[config.mk]
export PLATFORM = sky130hd
export DESIGN_NAME = srs_cell
export DESIGN_NICKNAME = d
export VERILOG_FILES = /design/src/design/sample_rank_statistics_unit_macros.svh /design/src/design/srs_pkg.sv /design/src/design/srs_cell.sv
export SDC_FILE = /design/constraint.sdc
export NUM_CORES = 1
export LEC_CHECK = 0
export ABC_CLOCK_PERIOD_IN_PS = 4600
export BUFFER_PORTS_ARGS = -buffer_cell sky130_fd_sc_hd__buf_2
export CORE_ASPECT_RATIO = 0.8
export CORE_MARGIN = 1
export CORE_UTILIZATION = 45
export DETAILED_ROUTE_END_ITERATION = 10
export PLACE_DENSITY = 0.83
export REMOVE_ABC_BUFFERS = 1
export SYNTH_ARGS = -nofsm -noshare
export SYNTH_HDL_FRONTEND = slang
export SYNTH_SLANG_ARGS = --single-unit
[constraint.sdc]
create_clock -name i_clk -period 4.6 [get_ports i_clk]
set_input_delay 0.92 -clock i_clk [delete_from_list [all_inputs] [get_ports i_clk]]
set_output_delay 0.92 -clock i_clk [all_outputs]
set_load 0.01 [all_outputs]
[src/design/sample_rank_statistics_unit_macros.svh]
// ---------------------------------------------------------------------------
// sample rank statistics assertion macros
// ---------------------------------------------------------------------------
`ifndef SAMPLE_RANK_STATISTICS_UNIT_MACROS_SVH
`define SAMPLE_RANK_STATISTICS_UNIT_MACROS_SVH

// implication in the same cycle
`define SRS_ASSERT_NOW(label, ante, cons, msg) \
    label: assert property (@(posedge i_clk) disable iff (!i_rst_n) (ante) |-> (cons)) \
        else $error(msg);

// implication in the next cycle
`define SRS_ASSERT_NEXT(label, ante, cons, msg) \
    label: assert property (@(posedge i_clk) disable iff (!i_rst_n) (ante) |=> (cons)) \
        else $error(msg);

`endif

[src/design/srs_pkg.sv]
// ---------------------------------------------------------------------------
// srs_pkg
// shared types and constants of the sample rank statistics unit
// ---------------------------------------------------------------------------
package srs_pkg;

    localparam int TRIM_BITS  = 8;
    localparam int DISC_BITS  = 16;
    localparam int P95_NUM    = 95;
    localparam int P95_DEN    = 100;
    localparam int PCT_BITS   = 7;

    typedef enum logic [4:0] {
        S_LOAD  = 5'b00001,
        S_PREP  = 5'b00010,
        S_DRAIN = 5'b00100,
        S_DIV   = 5'b01000,
        S_DONE  = 5'b10000
    } t_state;

    typedef struct packed {
        logic ins;
        logic shift;
    } t_cell_ctl;

endpackage

[src/design/srs_cell.sv]
// ---------------------------------------------------------------------------
// srs_cell
// one slot of the insertion sort chain, shifts toward the head on drain
// ---------------------------------------------------------------------------
module srs_cell #(
    parameter int SAMPLE_BITS = 32
) (
    input  logic                   i_clk,
    input  srs_pkg::t_cell_ctl     i_ctl,
    input  logic                   i_occ,
    input  logic                   i_here,
    input  logic [SAMPLE_BITS-1:0] i_v,
    input  logic                   i_left_gt,
    input  logic [SAMPLE_BITS-1:0] i_left_val,
    input  logic [SAMPLE_BITS-1:0] i_right_val,
    output logic                   o_gt,
    output logic [SAMPLE_BITS-1:0] o_val
);
    import srs_pkg::*;

    logic [SAMPLE_BITS-1:0] r_val;
    logic [SAMPLE_BITS-1:0] n_val;

    assign o_gt  = i_occ && (r_val > i_v);
    assign o_val = r_val;

    always_comb begin
        n_val = r_val;
        if (i_ctl.shift) begin
            n_val = i_right_val;
        end else if (i_ctl.ins) begin
            if (i_left_gt) begin
                n_val = i_left_val;
            end else if (o_gt || i_here) begin
                n_val = i_v;
            end
        end
    end

    always_ff @(posedge i_clk) begin
        r_val <= n_val;
    end
endmodule

# Word level (Yosys, flattened, before mapping)
# Index checks and enable logic that the tools add are counted.
# word_totals
regBits	32
in_bits	102
# op_classes
order_cmp	1
n_mux	4
reduce_logical	5
# op_table
operator	n
32-bit 2-to-1 mux	4
32-bit > comparator	1
3-bit nonzero test	1
2-bit AND reduction	1
2-bit nonzero test	1
1-bit logical AND	1
1-bit logical OR	1

# Longest topological paths before layout
# Gate-level depths: netlist of run 1.
# depth
ltp_word	7
ltp_mapped	7

# Worst setup path after synthesis of run 1
# Ideal clock, no wire load.
# synth_timing
path_kind	input to register
from	input port i_v[30]
to	register r_val[0], in the netlist o_val[0] (enable)
arrival_ns	3.577
required_time_ns	4.168
setup_slack_ns	0.591
cell_stages	7
n_path_buf	0
cell_sequence	inv_1 ha_1 nand4_1 or3_4 nor2_1 o31ai_1 a21oi_1
# synth_via
elab_chain_len	5
# synth_rtl
item	line	text
start: declaration	srs_cell.sv:12	input logic [SAMPLE_BITS-1:0] i_v,
32-bit > comparator	srs_cell.sv:24	assign o_gt = i_occ && (r_val > i_v);
1-bit logical AND	srs_cell.sv:24	
1-bit logical OR	srs_cell.sv:34	end else if (o_gt || i_here) begin
3-bit nonzero test (no line)	--	
2-bit AND reduction (no line)	--	
end signal: assignment	srs_cell.sv:41	r_val <= n_val;
end: declaration	srs_cell.sv:21	logic [SAMPLE_BITS-1:0] r_val;
# No other way between the ends.
# A chain may end at the register's enable or synchronous reset.

# Worst setup path in the final report of run 1
# layout_timing
from	input port i_v[14]
to	output port o_gt
# layout_via
elab_chain_len	2
# layout_rtl
item	line	text
32-bit > comparator	srs_cell.sv:24	
1-bit logical AND	srs_cell.sv:24	
end: declaration	srs_cell.sv:16	output logic o_gt,
# No other way between the ends.

==> flow_summary.toml, run 1 <==
[status]
status = "finished with violations"
violations = "design-rule violations"

[logic_synthesis]
ys_types = 30
synthCells = 256
synth_compound_area_share_pct = 13.65
synth_simple_gate_area_share_pct = 11.17
synth_top_family_by_area = "adder cells"
synthMuxAreaShare_pct = 12.94
synthXorXnorAreaFrac_pct = 0
synth_edf_count = 32
synth_top_area_cell = "edfxtp_1"
synthAdderAreaFrac_pct = 16.18
syn_area_um2 = 2475
ys_seq_area_share_pct = 38.83
synthTopCellsByArea = "edfxtp_1 39%, ha_1 16%, mux2i_1 13%"
ys_ff_latch = 32
synthArstFlopShare_pct = 0
synth_flop_cell = "edfxtp_1"
syn_avg_cell_area_um2 = 9.667
ys.warnings.count = 0
synthDominantCellAreaShare_pct = 38.83

[global_route]
met2_usage_pct = 38.72
overflow = 0
grt_use_met1_pct = 26.48
grt_pass1_vias = 2172
antenna_found_initial = 0
grt_first_pass_wirelength_um = 9611
grt_max_degree = 37
grt_use_total_pct = 21.76
busiest_layer = "met2"
met3_usage_pct = 5.549

[critical_path]
cp_num_buf_inv = 3
start_kind = "input pin"
crit_top_cell = "buf_2"
critPathMaxStageDelay_ns = 0.52
crit_family = "compound AO/OA/AOI/OAI gates"
critPathKind = "in2out"
worstPathMaxFanout = 3
crit_required_ns = 3.68
end_kind = "output port"
cp.arrival_ns = 2.76
reg2reg_slack_ns = 1.74
crit_chain = "buf_2 > inv_1 > ha_1 > a21oi_1 > nand2_1 > a221o_1 > o31ai_1 > a21boi_1 > buf_2"
slowest_stage = "o31ai_1"

[die]
die_w_um = 84.92
io_pins = 135
initial_core_util_pct = 48.04
die-area_um2 = 5802
rows = 23
die_height_um = 68.33
core_um2 = 5151

[power]
ir_worst_vdd_v = 0.0001487
p_total_w = 0.0008332
p_leak_nw = 1.742
power_density_nw_per_um2 = 254.4

[clocking]
cts_buffers = 5
cts.clk_slew.worst_paths_ns = 0.07
root_buffer = "clkbuf_8"
cts_resized = 0
htree_levels = 2
cts_tree = "done"
clk-insertion-delay-late_ns = 0.28
post_cts_buffers = 0
postCtsHoldBufs = 0
clock-sinks = 32
cts_buffer_depth = 2

[sta]
hold_viol = 0
post-route-period-util_pct = 79.95
clock.fmax_ghz = 0.2719
maxSlewViolCount = 0
fin_hold_ws_ns = 0.9213
rsz0062_at_grt = "no"
relSlewSlack_pct = 60.78
fin_crit_ns = 3.678
skew_ns = 0.006601
setup_viol = 0
worst_pin_slew_ns = 0.5830
fin_setup_tns_ns = 0

[final_layout]
syn_to_final_growth_pct = 32.31
n_fill_cell = 452
drive_gt1_share_pct = 37.79
largest_register_ffs = 32
nets = 523
n_antenna_cell = 0

[routing]
ant_nets = 0
vias = 2330
wl_per_cell_um = 13.59
drtPass1Iterations = 11
drt-total-wl_um = 6128
routed_via_density = 5.166
drc = 9
drt_iter0_drc = 101

[job]
maxCapViolations = 0

[place]
port_buffers = 134
dp.final_hpwl_um = 5003
gp_congestion = 0.7483

[worst_hold_path]
min_path_type = "in2reg"
[cell usage after synthesis, types with 3 or more instances]
| master | instances |
|---|---|
| nand2_1 | 36 |
| edfxtp_1 | 32 |
| ha_1 | 32 |
| inv_1 | 32 |
| mux2i_1 | 32 |
| o21ai_0 | 22 |
| a21oi_1 | 13 |
| o21ai_1 | 12 |
| nand4_1 | 7 |
| clkbuf_1 | 6 |
| nand3_1 | 5 |
| a21o_1 | 3 |
| buf_2 | 3 |
[layout by cell type, fill, tap and decap left out]
master	instances
a21oi_1	12
nor3_1	2
clkinv_1	2
buf_4	3
nor2_1	2
nand4_1	7
ha_1	32
o22ai_2	1
clkbuf_8	5
edfxtp_1	32
inv_1	32
o211ai_1	1
o31ai_1	1
a21boi_1	1
o21ai_1	12
or4_1	1
nand3_1	5
o21ai_0	22
mux2i_1	32
nand2_1	36
o31a_1	1
nand4_2	1
nor4_1	1
nor2b_1	1
a211oi_1	1
a2111oi_0	1
a221o_1	2
a21oi_4	1
a21o_1	3
buf_2	134
or3_4	2
[kinds of logic (layout without fill, tap and decap cells)]
group / Yosys count / after routing
and+or+nand+nor: 58 / 58
adders and majority gates: 32 / 32
muxes: 32 / 32
DFF: 32 / 32
AOI/OAI and AO/OA: 59 / 59
buffers and inverters: 43 / 176
[layer usage]
metal,share of wire (%),vias to the layer above
met1,44,1030
met5,0,-
li1,-,1192
met2,47,99
met3,7.3,9
met4,1.5,0
[worst reg2reg max path, cell delays in order (launching register included)]
cell and delay, ns:
edfxtp_1 0.39, ha_1 0.33, nand4_1 0.22, or3_4 0.45
nor2_1 0.13, o31ai_1 0.15, a21oi_4 0.49, buf_4 0.37
[report_power, final]
group          internal [W]  total, W  switching [W]
clock             0.0000997  0.000197      0.0000972
combinational      0.000118  0.000256       0.000138
sequential         0.000363  0.000380      0.0000170
[area by class of cell]
cell class / count / area, µm² / area share (%)
Multi-Input combinational cell: 181 / 1346 / 41.12
Sequential cell: 32 / 960.9 / 29.35
Timing Repair Buffer: 137 / 693.2 / 21.17
Inverter: 32 / 120.1 / 3.668
Tap cell: 62 / 77.57 / 2.369
Clock buffer: 5 / 68.82 / 2.102
Clock inverter: 2 / 7.507 / 0.2293
[stage by stage]
step / setup WS, ns / instances / utilization, % / area [µm²]
after detailed placement: 0.9401 / 444 / 62.08 / 3198
final: 0.9222 / 451 / 63.57 / 3274
after global routing: 0.7655 / 451 / 63.57 / 3274
after global placement: 0.9702 / 444 / 62.08 / 3198
after CTS: 0.9361 / 451 / 63.57 / 3274
after floorplan: 0.5908 / 245 / - / 2416
[path summary, 6_finish.rpt]
kind                                  end  depth (start not counted)       startpoint
worst max register to register  o_val[25]                          7        o_val[30]
worst max-delay path                 o_gt                          9          i_v[14]
worst min register to register   o_val[4]                          5        o_val[16]
worst min-delay path            o_val[21]                          3  i_right_val[21]
(Power assumes the default switching activity.)
==> inputs of run 2 (changes only) <==
--- a/config.mk
+++ b/config.mk
@@ -5,13 +5,14 @@
 export SDC_FILE = /design/constraint.sdc
 export NUM_CORES = 1
 export LEC_CHECK = 0
-export ABC_CLOCK_PERIOD_IN_PS = 4600
+export ABC_AREA = 1
+export ABC_CLOCK_PERIOD_IN_PS = 3550
 export BUFFER_PORTS_ARGS = -buffer_cell sky130_fd_sc_hd__buf_2
 export CORE_ASPECT_RATIO = 0.8
 export CORE_MARGIN = 1
-export CORE_UTILIZATION = 45
+export CORE_UTILIZATION = 46
 export DETAILED_ROUTE_END_ITERATION = 10
-export PLACE_DENSITY = 0.83
+export PLACE_DENSITY = 0.84
 export REMOVE_ABC_BUFFERS = 1
 export SYNTH_ARGS = -nofsm -noshare
 export SYNTH_HDL_FRONTEND = slang
==> constraint.sdc (replaced) <==
create_clock -name i_clk -period 3.55 [get_ports i_clk]
set_input_delay 0.71 -clock i_clk [delete_from_list [all_inputs] [get_ports i_clk]]
set_output_delay 0.71 -clock i_clk [all_outputs]
set_load 0.01 [all_outputs]
==> run 2 against run 1 <==
Effect of this change: the run still ends with design-rule violations left; largest power group unchanged; synthesized area is 1.7% higher; flip-flop and latch count stayed put; clock power is 80% higher.
==> flow_summary.toml, run 2 <==
[final_layout]
n_antenna_cell = 0
syn_to_final_growth_pct = 32.87
n_fill_cell = 452
drive_gt1_share_pct = 35.85
final_cell_mix = "134 x buf_2, 69 x nand2_1, 40 x inv_1"
stdcell_area_um2 = 3343
layout_commonest_cell = "buf_2"
nets = 557
largest_register_ffs = 32

[critical_path]
critPathMaxStageDelay_ns = 0.30
cp_num_buf_inv = 4
start_kind = "input pin"
end_kind = "output port"
worstPathMaxFanout = 2
critPathKind = "in2out"
slowest_stage = "ha_1"
crit_family = "simple AND/OR/NAND/NOR gates"
crit_required_ns = 2.84
r2r_cells = 10
cp.arrival_ns = 2.04
r2r-end = "o_val[19]"
r2r-start = "o_val[27]"
crit_chain = "buf_2 > inv_1 > ha_1 > a21oi_1 > o21ai_0 > nand2_1 > nand2_1 > nor2_1 > nand2_1 > nand2_1 > inv_1 > buf_2"
crit_top_cell = "nand2_1"
reg2reg_slack_ns = 1.08

[clocking]
clk-insertion-delay-late_ns = 0.29
clock-sinks = 32
cts_resized = 0
cts_buffers = 5
root_buffer = "clkbuf_8"
cts.clk_slew.worst_paths_ns = 0.07
htree_levels = 2
cts_buffer_depth = 2
postCtsHoldBufs = 0
cts_tree = "done"
post_cts_buffers = 0

[global_route]
antenna_found_initial = 0
grt_max_degree = 63
grt_pass1_vias = 2241
grt_use_total_pct = 22.45
grt_first_pass_wirelength_um = 9860
overflow = 0

[logic_synthesis]
syn_area_um2 = 2516
synthArstFlopShare_pct = 0
syn_avg_cell_area_um2 = 8.617
synth_top_area_cell = "edfxtp_1"
synth_edf_count = 32
ys_seq_area_share_pct = 38.19
ys_types = 20
synth_common_cells = "69 x nand2_1, 40 x inv_1, 32 x edfxtp_1, 32 x ha_1, 31 x o21a_1"
synth_most_common_cell = "nand2_1"
synthDominantCellAreaShare_pct = 38.19
synth_flop_cell = "edfxtp_1"
ys.warnings.count = 0
ys_ff_latch = 32
synthTopCellsByArea = "edfxtp_1 38%, ha_1 16%, nand2_1 10%"
synthCells = 292

[sta]
rsz0062_at_grt = "no"
fin_hold_ws_ns = 0.6916
clock.fmax_ghz = 0.3641
post-route-period-util_pct = 77.37
skew_ns = 0.006177
setup_viol = 0
worst_pin_slew_ns = 0.9134
relSlewSlack_pct = 39.02
hold_viol = 0
setup_slack_ns = 0.8034
fin_crit_ns = 2.747
maxSlewViolCount = 0
fin_setup_tns_ns = 0

[routing]
drt_iter0_drc = 111
drt-total-wl_um = 6361
vias = 2410
drtPass1Iterations = 7
ant_nets = 0
routed_via_density = 4.959
wl_per_cell_um = 13.09
drc = 7

[die]
die-area_um2 = 5772
core_um2 = 5122
io_pins = 135
die_w_um = 84.69
die_height_um = 68.15
initial_core_util_pct = 49.12
rows = 23

[worst_hold_path]
min_to = "o_val[27]"
min_from = "i_right_val[27]"
min_path_type = "in2reg"
min_path_cells = 2

[place]
gp_congestion = 0.7509
dpl_worst_slack_ns = 0.5959
dp.final_hpwl_um = 5129
port_buffers = 134
dpl_cell_area_um2 = 3232

[power]
power_density_nw_per_um2 = 350.2
ir_worst_vdd_v = 0.0001651
p_leak_nw = 1.693

[job]
maxCapViolations = 0

[status]
status = "finished with violations"
violations = "design-rule violations"
-- run 2: changes by cell type after synthesis, moves of 5 or more --
cell	previous run	this run
nand2_1	36	69
o21ai_1	12	0
o211ai_1	1	29
o21a_1	0	31
a21oi_1	13	20
buf_2	3	11
o21ai_0	22	2
nand4_1	7	2
nor2_1	2	10
nor2_2	0	5
inv_1	32	40
mux2i_1	32	0
-- run 2: worst reg2reg max path, stage by stage, from the launching register on --
cell      delay (ns)
edfxtp_1        0.39
ha_1            0.31
nand2_1         0.07
o21ai_0         0.25
nand2_1         0.09
nand2_1         0.07
nor2_1          0.05
nand2_1         0.06
nand2_1         0.10
a21oi_4         0.50
buf_4           0.29
-- run 2: through the flow --
step | utilization (%) | std cells | total power [W]
after floorplan | - | 279 | 0.0006753
after global placement | 63.09 | 478 | 0.0008137
after detailed placement | 63.09 | 478 | 0.0008269
after CTS | 65.27 | 486 | 0.001184
after global routing | 65.27 | 486 | 0.001248
final | 65.27 | 486 | 0.001171
-- run 2: routing by layer --
layer / global-route usage, % / routed length [µm]
met5: 0 / 0
met4: 5.720 / 45
met3: 6.514 / 528
met2: 38.21 / 2943
met1: 28.53 / 2844
-- run 2: how the worst max path moves through the flow --
stage	start	slack, ns	end	cells after the start
floorplan	i_v[23]	0.62	o_val[0]	10
global placement	i_v[27]	0.65	o_val[25]	12
detailed placement	i_v[27]	0.60	o_val[24]	12
CTS	i_v[7]	0.79	o_gt	13
global route	i_v[5]	0.60	o_gt	14
finish	i_v[27]	0.80	o_gt	12
-- run 2: power breakdown --
part           switching (W)  internal (W)  total, W
logic               0.000179      0.000153  0.000332
clock network       0.000146      0.000208  0.000354
registers          0.0000204      0.000465  0.000485
-- run 2: cell families after synthesis --
group,after synthesis,synth area share [%]
compound gates,85,23.22
fa+ha+maj,32,15.91
buf+inv,55,8.751
flops,32,38.19
simple gates,88,13.92
-- run 2: area by class of cell --
type,instances,area (µm²),area share [%]
multi-input cells,205,1343,40.16
flip-flops and latches,32,960.9,28.74
well taps,62,77.57,2.320
repair buffers,137,693.2,20.73
clock buffers,5,68.82,2.058
clock inverters,3,42.54,1.272
inverters,42,157.7,4.716
