===== config.mk =====
export PLATFORM = sky130hd
export DESIGN_NAME = srs_div
export DESIGN_NICKNAME = d
export VERILOG_FILES = /design/src/design/sample_rank_statistics_unit_macros.svh /design/src/design/srs_pkg.sv /design/src/design/srs_div.sv
export SDC_FILE = /design/constraint.sdc
export NUM_CORES = 1
export LEC_CHECK = 0
export ABC_AREA = 1
export BUFFER_PORTS_ARGS = -buffer_cell sky130_fd_sc_hd__buf_2
export CORE_MARGIN = 2
export CORE_UTILIZATION = 44
export CTS_BUF_LIST = sky130_fd_sc_hd__clkbuf_8
export DETAILED_ROUTE_END_ITERATION = 16
export PLACE_DENSITY = 0.68
export SLEW_MARGIN = 10
export SYNTH_ARGS = -nofsm -noshare
export SYNTH_HDL_FRONTEND = slang
export SYNTH_SLANG_ARGS = --single-unit

===== constraint.sdc =====
create_clock -name i_clk -period 4.7 [get_ports i_clk]
set_clock_uncertainty 0.15 [all_clocks]
set_input_delay 0.235 -clock i_clk [delete_from_list [all_inputs] [get_ports i_clk]]
set_output_delay 0.235 -clock i_clk [all_outputs]
set_load 0.01 [all_outputs]

===== src/design/sample_rank_statistics_unit_macros.svh =====
// ---------------------------------------------------------------------------
// sample rank statistics assertion macros
// ---------------------------------------------------------------------------
`ifndef SAMPLE_RANK_STATISTICS_UNIT_MACROS_SVH
`define SAMPLE_RANK_STATISTICS_UNIT_MACROS_SVH

// implication in the same cycle
`define SRS_ASSERT_NOW(label, ante, cons, msg) \
    label: assert property (@(posedge i_clk) disable iff (!i_rst_n) (ante) |-> (cons)) \
        else $error(msg);

// implication in the next cycle
`define SRS_ASSERT_NEXT(label, ante, cons, msg) \
    label: assert property (@(posedge i_clk) disable iff (!i_rst_n) (ante) |=> (cons)) \
        else $error(msg);

`endif


===== src/design/srs_pkg.sv =====
// ---------------------------------------------------------------------------
// srs_pkg
// shared types and constants of the sample rank statistics unit
// ---------------------------------------------------------------------------
package srs_pkg;

    localparam int TRIM_BITS  = 8;
    localparam int DISC_BITS  = 16;
    localparam int P95_NUM    = 95;
    localparam int P95_DEN    = 100;
    localparam int PCT_BITS   = 7;

    typedef enum logic [4:0] {
        S_LOAD  = 5'b00001,
        S_PREP  = 5'b00010,
        S_DRAIN = 5'b00100,
        S_DIV   = 5'b01000,
        S_DONE  = 5'b10000
    } t_state;

    typedef struct packed {
        logic ins;
        logic shift;
    } t_cell_ctl;

endpackage


===== src/design/srs_div.sv =====
// ---------------------------------------------------------------------------
// srs_div
// restoring divider, one quotient bit per cycle
// ---------------------------------------------------------------------------
module srs_div #(
    parameter int DW = 43,
    parameter int CW = 11
) (
    input  logic          i_clk,
    input  logic          i_rst_n,
    input  logic          i_start,
    input  logic [DW-1:0] i_dividend,
    input  logic [CW-1:0] i_divisor,
    output logic          o_done,
    output logic [DW-1:0] o_quot
);
    import srs_pkg::*;

    localparam int NW = $clog2(DW + 1);

    logic          r_busy;
    logic [NW-1:0] r_cnt;
    logic [CW-1:0] r_rem;
    logic [DW-1:0] r_quo;
    logic [CW-1:0] r_div;
    logic          r_done;
    logic [CW:0]   w_trial;
    logic          w_ge;

    assign w_trial = {r_rem, r_quo[DW-1]};
    assign w_ge    = w_trial >= {1'b0, r_div};
    assign o_done  = r_done;
    assign o_quot  = r_quo;

    always_ff @(posedge i_clk) begin
        if (!i_rst_n) begin
            r_busy <= 1'b0;
            r_done <= 1'b0;
            r_cnt  <= '0;
        end else begin
            r_done <= 1'b0;
            if (i_start) begin
                r_busy <= 1'b1;
                r_cnt  <= NW'(DW);
            end else if (r_busy) begin
                r_cnt <= r_cnt - 1'b1;
                if (r_cnt == NW'(1)) begin
                    r_busy <= 1'b0;
                    r_done <= 1'b1;
                end
            end
        end
    end

    always_ff @(posedge i_clk) begin
        if (i_start) begin
            r_quo <= i_dividend;
            r_rem <= '0;
            r_div <= i_divisor;
        end else if (r_busy) begin
            r_rem <= w_ge ? CW'(w_trial - {1'b0, r_div}) : w_trial[CW-1:0];
            r_quo <= {r_quo[DW-2:0], w_ge};
        end
    end
endmodule


Yosys cells after proc, flatten, opt, wreduce, memory -nomap -nowiden
Index checks and enable logic that the tools add are counted.
- input bits: 57
- bits in registers: 73
- output and inout port bits: 44
- equal/unequal tests: 1
- mux-type cells: 9
- bitwise logic cells: 2
- $add $sub $neg: 2
- reductions and logical operators: 3
- order comparisons: 1
- operator list (operator ; number):
    $mux 43 ; 2
    $ge 12x11->1 ; 1
    $mux 6 ; 2
    $mux 11 ; 1
    $sub 11x11->11 ; 1
    $eq 6x1->1 const B ; 1
    $sub 6x1->6 const B ; 1
    $mux 1 ; 4
    $reduce_or 3->1 ; 1
    $not 1->1 ; 2
    $reduce_bool 2->1 ; 1
    $reduce_or 2->1 ; 1

Depth between registers and ports, before layout
Gate-level depths: netlist of the first run.
- depth in word-level cells: 4
- depth in mapped cells: 12
- gate-level depth less buffers: 12

Worst setup path after synthesis of the first run
No wires, ideal clock.
- path type: input to register
- start point: in i_start
- end point: reg r_quo[0] (netlist: o_quot[0]), enable pin
- setup slack: 2487 ps
- required time: 4153 ps
- setup time: 397 ps
- arrival: 1666 ps
- stages: 4
- cell sequence: clkbuf_1 -> nor2_1 -> clkbuf_1 -> inv_1
- word-level cells in the longest chain between the ends: 1
- RTL lines (item ; line ; RTL):
    from (decl) ; srs_div.sv:11 ; input logic i_start,
    $reduce_bool 2->1 (no line) ; - ;
    to (signal assigned) ; srs_div.sv:57 ; r_quo <= i_dividend;
    to (signal assigned) ; srs_div.sv:62 ; r_quo <= {r_quo[DW-2:0], w_ge};
    to (decl) ; srs_div.sv:24 ; logic [DW-1:0] r_quo;
Every way passes these cells.
A chain may end at the register's enable or synchronous reset.

Final worst setup path of the first run
- start point: reg r_quo[42] (netlist: o_quot[42])
- end point: reg r_quo[0] (netlist: o_quot[0]), data pin
- word-level cells in the longest chain between the ends: 3
- RTL lines (item ; line ; RTL):
    $ge 12x11->1 ; srs_div.sv:31 ; assign w_ge = w_trial >= {1'b0, r_div};
    $mux 43 ; srs_div.sv:60 ; end else if (r_busy) begin
    $mux 43 ; srs_div.sv:56 ; if (i_start) begin
Every way passes these cells. The select of a mux whose other input is x is not followed.

==> metrics, run 1 <==
outcome=finished, final reports clean; Vias/cell=about 4.8; Setup CP Type=register to register; Die H=around 100 µm; Tot Pwr=1.47 mW; CP arrival=about 2.3 ns; Final period util=about 50%; total gr overflow=0; Avg WL per Cell=about 13 µm; worst-margin pin slew=about 0.89 ns; Worst Setup End Kind=register; post-route setup TNS=0 ns; Yosys top cell by area=edfxtp_1; Main synth FF type=edfxtp_1; Max Transition Viols Final=0; vias in the first global route=3194; Distinct cells, synth=33; Avg Cell Area, Syn=roughly 8.4 µm²; synth warn=0; FF+latch count, synth=between 70 and 80; Hold Path Class=primary input to register; leakage=2.49 nW; Worst setup SP type=register; Top Ports=101; DRT Wirelength=around 8900 µm; Final Wtd Congestion=slightly above 0.9; RSZ-0062 raised after global routing=no; Clock Path Buffers=2; CTS buffer count=9; I/O Buffers=100; Total Routing Usage GR=roughly a fifth; Gate Count Post-Synth=~460; initial DRC count=204; starting density of the core=between 40 and 50%; drt first pass iters=4; most frequent cell after synthesis=nand2_1; layout cells sized above 1=24.7%; synth-to-layout area growth=26.2%; WHS=around 0.0095 ns; initial antenna violation count=0; Post-Syn Area=approximately 0.0039 mm²; Post-synth EDFFs=54; Clk Tree Root Cell=clkbuf_8; synth cell count leaders=nand2_1, inv_1, edfxtp_1, nand3_1, dfxtp_1; async set-reset flop share out of synthesis=0%; number of fillers in the final layout=between 700 and 800; first-pass GRT wire length=14500 µm; # setup viols final=0; Reg clk slew, reported paths=about 0.080 ns; Required @ worst endpoint=4.66 ns; Vias=3392; worst-path maximum fanout=12; largest net degree at the start of global routing=a little under 60; Die ar.=0.00953 mm²; net count after synthesis=about 530; Fmax=430 MHz; Antenna Nets Post-Route=0; H-tree depth=3; DP HPWL=between 6000 and 7000 µm; DRC Markers=0; share of the synthesized area in the top cell type=42.1%; Die X=a little under 100 µm; Final min period=2.33 ns; worst rel slew slack=40.2%; sequential area share after synthesis=between 50% and 60%; peak supply drop=~0.21 mV; Fin. Hold Viols=0; CTS tree=yes; max cap viols=0; Skew-Pair Late Insertion Delay=roughly 0.35 ns; Core Area=roughly 0.0086 mm²; Final Util=56.6%; Sink Count=73; leading post-synthesis cells by cell area=edfxtp_1, nand2_1, dfxtp_1; final net count=between 600 and 700; # rows=34; PwrDens=just over 300 mW/mm²; n_diodes=0; # Post-CTS Setup Buffers=0
[area by class of cell]
| type | instances | area, µm² | area share, % |
|---|---|---|---|
| clock buffer | 9 | 124 | 2.55 |
| clock inverter | 7 | 46.3 | 0.951 |
| inverter | 61 | 229 | 4.71 |
| multi-input combinational | 311 | 1530 | 31.4 |
| sequential | 73 | 2000 | 41.1 |
| tap | 108 | 135 | 2.78 |
| timing repair buffer | 131 | 803 | 16.5 |
[final timing paths]
| check | startpoint | to | slack [ns] | cells past startpoint |
|---|---|---|---|---|
| max | o_quot[42] | o_quot[0] | 2.37 | 10 |
| min | i_dividend[39] | o_quot[39] | 0.009 | 3 |
| min reg2reg | r_rem[10] | r_rem[10] | 0.32 | 2 |
| max reg2reg | o_quot[42] | o_quot[0] | 2.37 | 10 |
[cell families after synthesis]
kind of cell	count (synthesis)	share of synthesized area (%)
flops	73	51.9
fa+ha+maj	14	4.74
xor+xnor	3	0.682
buf+inv	77	8.50
simple gates	282	32.3
compound gates	12	1.85
[critical path, cell delays in order, from the launching register on]
cell	delay, ns
edfxtp_1	0.40
inv_1	0.09
ha_1	0.18
fa_1	0.22
inv_1	0.07
nand3_1	0.08
nand3_2	0.12
nand2_2	0.27
nand4_4	0.31
nand2_1	0.13
nand2_1	0.05
[sequential cells by signal (all words and copies together), names as in the netlist]
signal  cells
r_cnt       6
o_quot     43
o_done      1
r_rem      11
r_busy      1
r_div      11
[power by group]
part	internal (mW)	leakage (nW)	switching, mW
combinational	0.103	1.70	0.144
sequential	0.757	0.705	0.0295
clock	0.190	0.0868	0.247
[layout by cell type, fill, tap and decap left out]
| cell | n |
|---|---|
| nor2_4 | 1 |
| nand4_1 | 16 |
| ha_1 | 13 |
| a31oi_1 | 1 |
| inv_1 | 60 |
| a221oi_1 | 1 |
| inv_2 | 2 |
| xnor2_1 | 2 |
| nor2_1 | 14 |
| inv_6 | 1 |
| a21oi_2 | 1 |
| nand3_1 | 26 |
| nand2_2 | 14 |
| clkbuf_8 | 9 |
| clkinv_4 | 1 |
| nand2_1 | 196 |
| buf_4 | 3 |
| o31ai_1 | 1 |
| or2_1 | 1 |
| xor2_1 | 1 |
| clkinvlp_4 | 2 |
| fa_1 | 1 |
| edfxtp_1 | 54 |
| dlygate4sd3_1 | 28 |
| and2_4 | 1 |
| a21oi_1 | 5 |
| buf_2 | 100 |
| nand4_4 | 1 |
| nor3_1 | 4 |
| o21ai_0 | 3 |
| clkinv_2 | 2 |
| nand3_2 | 6 |
| dfxtp_1 | 19 |
| nor2_2 | 2 |
[repair_timing]
action	in CTS	in global routing
hold buffers	28	0
gates resized for setup	0	0
hold endpoints to repair	29	0
[stage by stage]
| step | instance area [µm²] | worst slack [ns] | instances |
|---|---|---|---|
| CTS | 4870 | 2.37 | 700 |
| global route | 4870 | 2.21 | 700 |
| finish | 4870 | 2.37 | 700 |
| global placement | 4420 | 2.38 | 656 |
| floorplan | 3860 | 2.49 | 461 |
| detailed placement | 4420 | 2.36 | 656 |
[metal layers]
metal / vias to the layer above / track usage [%] / share of wire, %
li1: 1723 / - / -
met1: 1548 / 25.7 / 48
met2: 107 / 29.3 / 45
met3: 14 / 3.81 / 5.7
met4: 0 / 6.84 / 1.5
met5: - / 0 / 0
Note: power is estimated with default switching activity, not from simulation.
==> inputs of run 2 (changes only) <==
==> constraint.sdc (replaced) <==
create_clock -name i_clk -period 2.4 [get_ports i_clk]
set_clock_uncertainty 0.15 [all_clocks]
set_input_delay 0.12 -clock i_clk [delete_from_list [all_inputs] [get_ports i_clk]]
set_output_delay 0.12 -clock i_clk [all_outputs]
set_load 0.01 [all_outputs]
==> metrics, run 2 (synthesized netlist as in run 1, its figures left out) <==
Sink Count=73; Worst R2R Path Depth=11; leakage=approximately 2.6 nW; DP Area=between 0.004 and 0.005 mm²; Hold Path Class=primary input to register; Final min period=around 2.1 ns; peak supply drop=0.401 mV; Core Area=0.00859 mm²; Final period util=between 80% and 90%; worst rel slew slack=37.4%; Vias/cell=between 4 and 5; max cap viols=0; CTS buffer count=9; number of fillers in the final layout=735; Die X=between 90 and 100 µm; initial DRC count=151; largest net degree at the start of global routing=between 50 and 60; Fmax=474 MHz; post-route setup TNS=0 ns; pre-CTS WS=between 0.3 and 0.4 ns; # rows=34; most frequent cells in the layout=nand2_1, buf_2, inv_1, dlygate4sd3_1, edfxtp_1; drt first pass iters=4; total gr overflow=0; Fin. Hold Viols=0; layout cells sized above 1=24.0%; synth-to-layout area growth=34.6%; Reg clk slew, reported paths=~0.090 ns; Design Area, Final=around 0.0052 mm²; Setup CP Type=register to register; final net count=around 690; Die ar.=0.00953 mm²; Antenna Nets Post-Route=0; Top Ports=101; CP arrival=approximately 2.2 ns; vias in the first global route=~3.6k; CTS tree=yes; Max Transition Viols Final=0; outcome=finished, final reports clean; # setup viols final=0; Final Wtd Congestion=slightly above 0.9; DRT Wirelength=a little under 10000 µm; Clock Path Buffers=2; Clk Tree Root Cell=clkbuf_8; H-tree depth=3; Skew-Pair Late Insertion Delay=between 0.3 and 0.4 ns; RR Endpoint=r_rem[10]; Required @ worst endpoint=roughly 2.5 ns; Vias=3551; worst-margin pin slew=0.936 ns; hold_sp=i_start; Total Routing Usage GR=about a fifth; first-pass GRT wire length=between 15000 and 20000 µm; RSZ-0062 raised after global routing=no; DRC Markers=0; worst-path maximum fanout=12; Avg WL per Cell=13.5 µm; PwrDens=a little under 600 mW/mm²; Reg2Reg Setup Slack=0.29 ns; RR Startpoint=o_quot[42]; initial antenna violation count=0; WHS Path Cells=4; Largest register FFs=43; I/O Buffers=100; WHS=~0.15 ns; Final WS setup=0.292 ns; n_diodes=0; Worst Setup End Kind=register; Hold EP=r_rem[8]; Final Util=between 60% and 70%; commonest non-fill, non-tap cell in the layout=nand2_1; Worst setup SP type=register; Die H=about 100 µm; starting density of the core=~45%; DP HPWL=~6100 µm
run 2: critical path: stages (launching register included):
cell and delay [ns]:
edfxtp_1 0.35, inv_1 0.07, ha_1 0.22, fa_1 0.41, inv_1 0.09, nand3_1 0.08, nand3_2 0.12, nand2_2 0.09
nand4_4 0.19, nand3_1 0.12, nand3_1 0.08, nand2_1 0.05
run 2: power by group:
part | leakage (nW) | switching (mW) | total [mW] | internal, mW
logic | 1.83 | 0.293 | 0.524 | 0.231
registers | 0.705 | 0.0576 | 1.54 | 1.48
clock network | 0.0994 | 0.515 | 1.01 | 0.491
run 2: area by class of cell:
type / instances / area [µm²] / share of cell area, %
Inverter: 61 / 229 / 4.41
Tap cell: 108 / 135 / 2.60
Clock buffer: 9 / 124 / 2.39
Clock inverter: 7 / 78.8 / 1.52
Sequential cell: 73 / 2000 / 38.6
Multi-Input combinational cell: 311 / 1530 / 29.4
Timing Repair Buffer: 161 / 1100 / 21.1
run 2: worst max-delay path by stage:
stage / from / end / cells after the start
floorplan: r_busy / o_quot[0] / 3
global placement: o_quot[42] / r_rem[10] / 11
detailed placement: o_quot[42] / o_quot[0] / 10
CTS: o_quot[42] / o_quot[0] / 10
global route: o_quot[42] / o_quot[0] / 10
finish: o_quot[42] / r_rem[10] / 11
run 2: routing by layer:
| layer | wire [µm] | global-route usage (%) | up-vias | part of all wire (%) |
|---|---|---|---|---|
| li1 | - | - | 1784 | - |
| met1 | 4190 | 25.9 | 1604 | 43 |
| met2 | 4800 | 35.9 | 143 | 49 |
| met3 | 620 | 5.32 | 20 | 6.3 |
| met4 | 209 | 7.37 | 0 | 2.1 |
| met5 | 0 | 0 | - | 0 |
run 2: stage by stage:
stage / total power, mW / std cells
finish: 3.07 / 730
global route: 3.22 / 730
CTS: 3.08 / 730
detailed placement: 2.01 / 659
global placement: 2.00 / 659
floorplan: 1.83 / 461
run 2: what timing repair did:
action | in CTS | in global routing
endpoints found under the hold margin | 62 | 0
gates resized for setup | 0 | 0
hold buffers | 55 | 0
setup endpoints to repair | 0 | 0
setup buffers | 0 | 0
==> inputs of run 3 (changes only) <==
--- a/config.mk
+++ b/config.mk
@@ -7,11 +7,11 @@
 export LEC_CHECK = 0
 export ABC_AREA = 1
 export BUFFER_PORTS_ARGS = -buffer_cell sky130_fd_sc_hd__buf_2
+export CAP_MARGIN = 10
 export CORE_MARGIN = 2
-export CORE_UTILIZATION = 44
+export CORE_UTILIZATION = 30
 export CTS_BUF_LIST = sky130_fd_sc_hd__clkbuf_8
 export DETAILED_ROUTE_END_ITERATION = 16
-export PLACE_DENSITY = 0.68
 export SLEW_MARGIN = 10
 export SYNTH_ARGS = -nofsm -noshare
 export SYNTH_HDL_FRONTEND = slang
==> metrics, run 3 (synthesized netlist as in run 1, its figures left out) <==
outcome=finished, final reports clean; # rows=between 40 and 50; max cap viols=0; PwrDens=578 mW/mm²; vias in the first global route=3574; synth-to-layout area growth=37.5%; Worst R2R Path Depth=11; Reg clk slew, reported paths=roughly 0.080 ns; DP HPWL=roughly 6600 µm; M1 GR Usage=about a fifth; Hold Path Class=primary input to register; worst-path maximum fanout=12; met3 Track Usage GR=under 10%; initial antenna violation count=0; Worst Setup End Kind=register; Largest register FFs=43; Final min period=around 2.1 ns; post-route setup TNS=0 ns; worst rel slew slack=roughly 62%; worst-margin pin slew=approximately 0.57 ns; total gr overflow=0; Core Area=0.0126 mm²; Required @ worst endpoint=~2.5 ns; I/O Buffers=100; Sink Count=73; DP Area=around 0.0045 mm²; commonest non-fill, non-tap cell in the layout=nand2_1; Setup CP Type=register to register; Top Ports=just over 100; largest net degree at the start of global routing=52; Avg WL per Cell=between 10 and 15 µm; Final Wtd Congestion=just under 0.9; RSZ-0062 raised after global routing=no; Tot Pwr=3.06 mW; Total Routing Usage GR=~15%; final net count=690; Antenna Nets Post-Route=0; Final period util=between 80% and 90%; Design Area, Final=around 0.0053 mm²; gr busiest metal=met2; CP arrival=approximately 2.2 ns; # setup viols final=0; initial DRC count=around 180; Max Transition Viols Final=0; Clk Tree Root Cell=clkbuf_8; Final Util=between 40% and 50%; Die X=between 100 and 150 µm; Skew-Pair Late Insertion Delay=approximately 0.35 ns; starting density of the core=between 30 and 40%; Clock Path Buffers=2; DRT Wirelength=slightly below 10000 µm; Vias=3473; drt first pass iters=4; leakage=approximately 2.6 nW; CTS buffer count=9; Fmax=between 400 and 500 MHz; Worst setup SP type=register; grt met2 use=24.6%; Vias/cell=about 4.4; WHS Path Cells=2; Fin. Hold Viols=0; peak supply drop=0.314 mV; CTS tree=yes; most frequent cells in the layout=nand2_1, buf_2, inv_1, dlygate4sd3_1, edfxtp_1; layout cells sized above 1=approximately a quarter; n_diodes=0; H-tree depth=3; first-pass GRT wire length=about 17000 µm; DRC Markers=0; Die ar.=0.0138 mm²; # Post-CTS Setup Buffers=0; Die H=117 µm; number of fillers in the final layout=1243
==> run 3: final timing paths <==
kind                start   endpoint  slack, ns
max            o_quot[42]  r_rem[10]       0.29
min          i_divisor[7]   r_div[7]       0.33
max reg2reg    o_quot[42]  r_rem[10]       0.29
min reg2reg      r_rem[0]   r_rem[0]       0.33
==> run 3: worst max-delay path, stage by stage (launching register included) <==
cell and delay, ns:
edfxtp_1 0.36, inv_1 0.06, ha_1 0.22, fa_1 0.41, inv_1 0.09, nand3_1 0.08
nand3_2 0.12, nand2_2 0.09, nand4_4 0.19, nand3_1 0.11, nand3_1 0.08, nand2_1 0.05
==> run 3: layout make-up <==
type / instances / area (µm²) / share of cell area (%)
multi-input cells: 311 / 1530 / 28.8
flip-flops and latches: 73 / 2000 / 37.8
repair buffers: 163 / 1130 / 21.2
inverters: 61 / 229 / 4.32
well taps: 172 / 215 / 4.06
clock inverters: 6 / 65.1 / 1.23
clock buffers: 10 / 138 / 2.60
==> run 3: timing repair <==
item / in CTS / in global routing
hold buffers: 56 / 0
gates resized for setup: 0 / 0
endpoints found under the hold margin: 65 / 0
==> run 3: through the flow <==
| step | setup WS (ns) | cells | hold WS (ns) |
|---|---|---|---|
| 6_report | 0.287 | 796 | 0.329 |
| 5_1_grt | 0.0936 | 796 | 0.322 |
| 4_1_cts | 0.271 | 796 | 0.307 |
| 3_5_place_dp | 0.273 | 724 | 0.148 |
| 3_3_place_gp | 0.365 | 724 | 0.149 |
| 2_1_floorplan | 0.288 | 461 | 0.0676 |
==> run 3: metal layers <==
metal / wire (µm) / vias to the layer above
li1: - / 1787
met1: 4640 / 1577
met2: 4560 / 98
met3: 527 / 11
met4: 148 / 0
met5: 0 / -
==> run 3: power breakdown <==
group          total (mW)  switching (mW)  internal (mW)  leakage (nW)
Clock               0.997           0.486          0.511        0.0992
Combinational       0.529           0.294          0.235          1.84
Sequential           1.54          0.0564           1.48         0.705
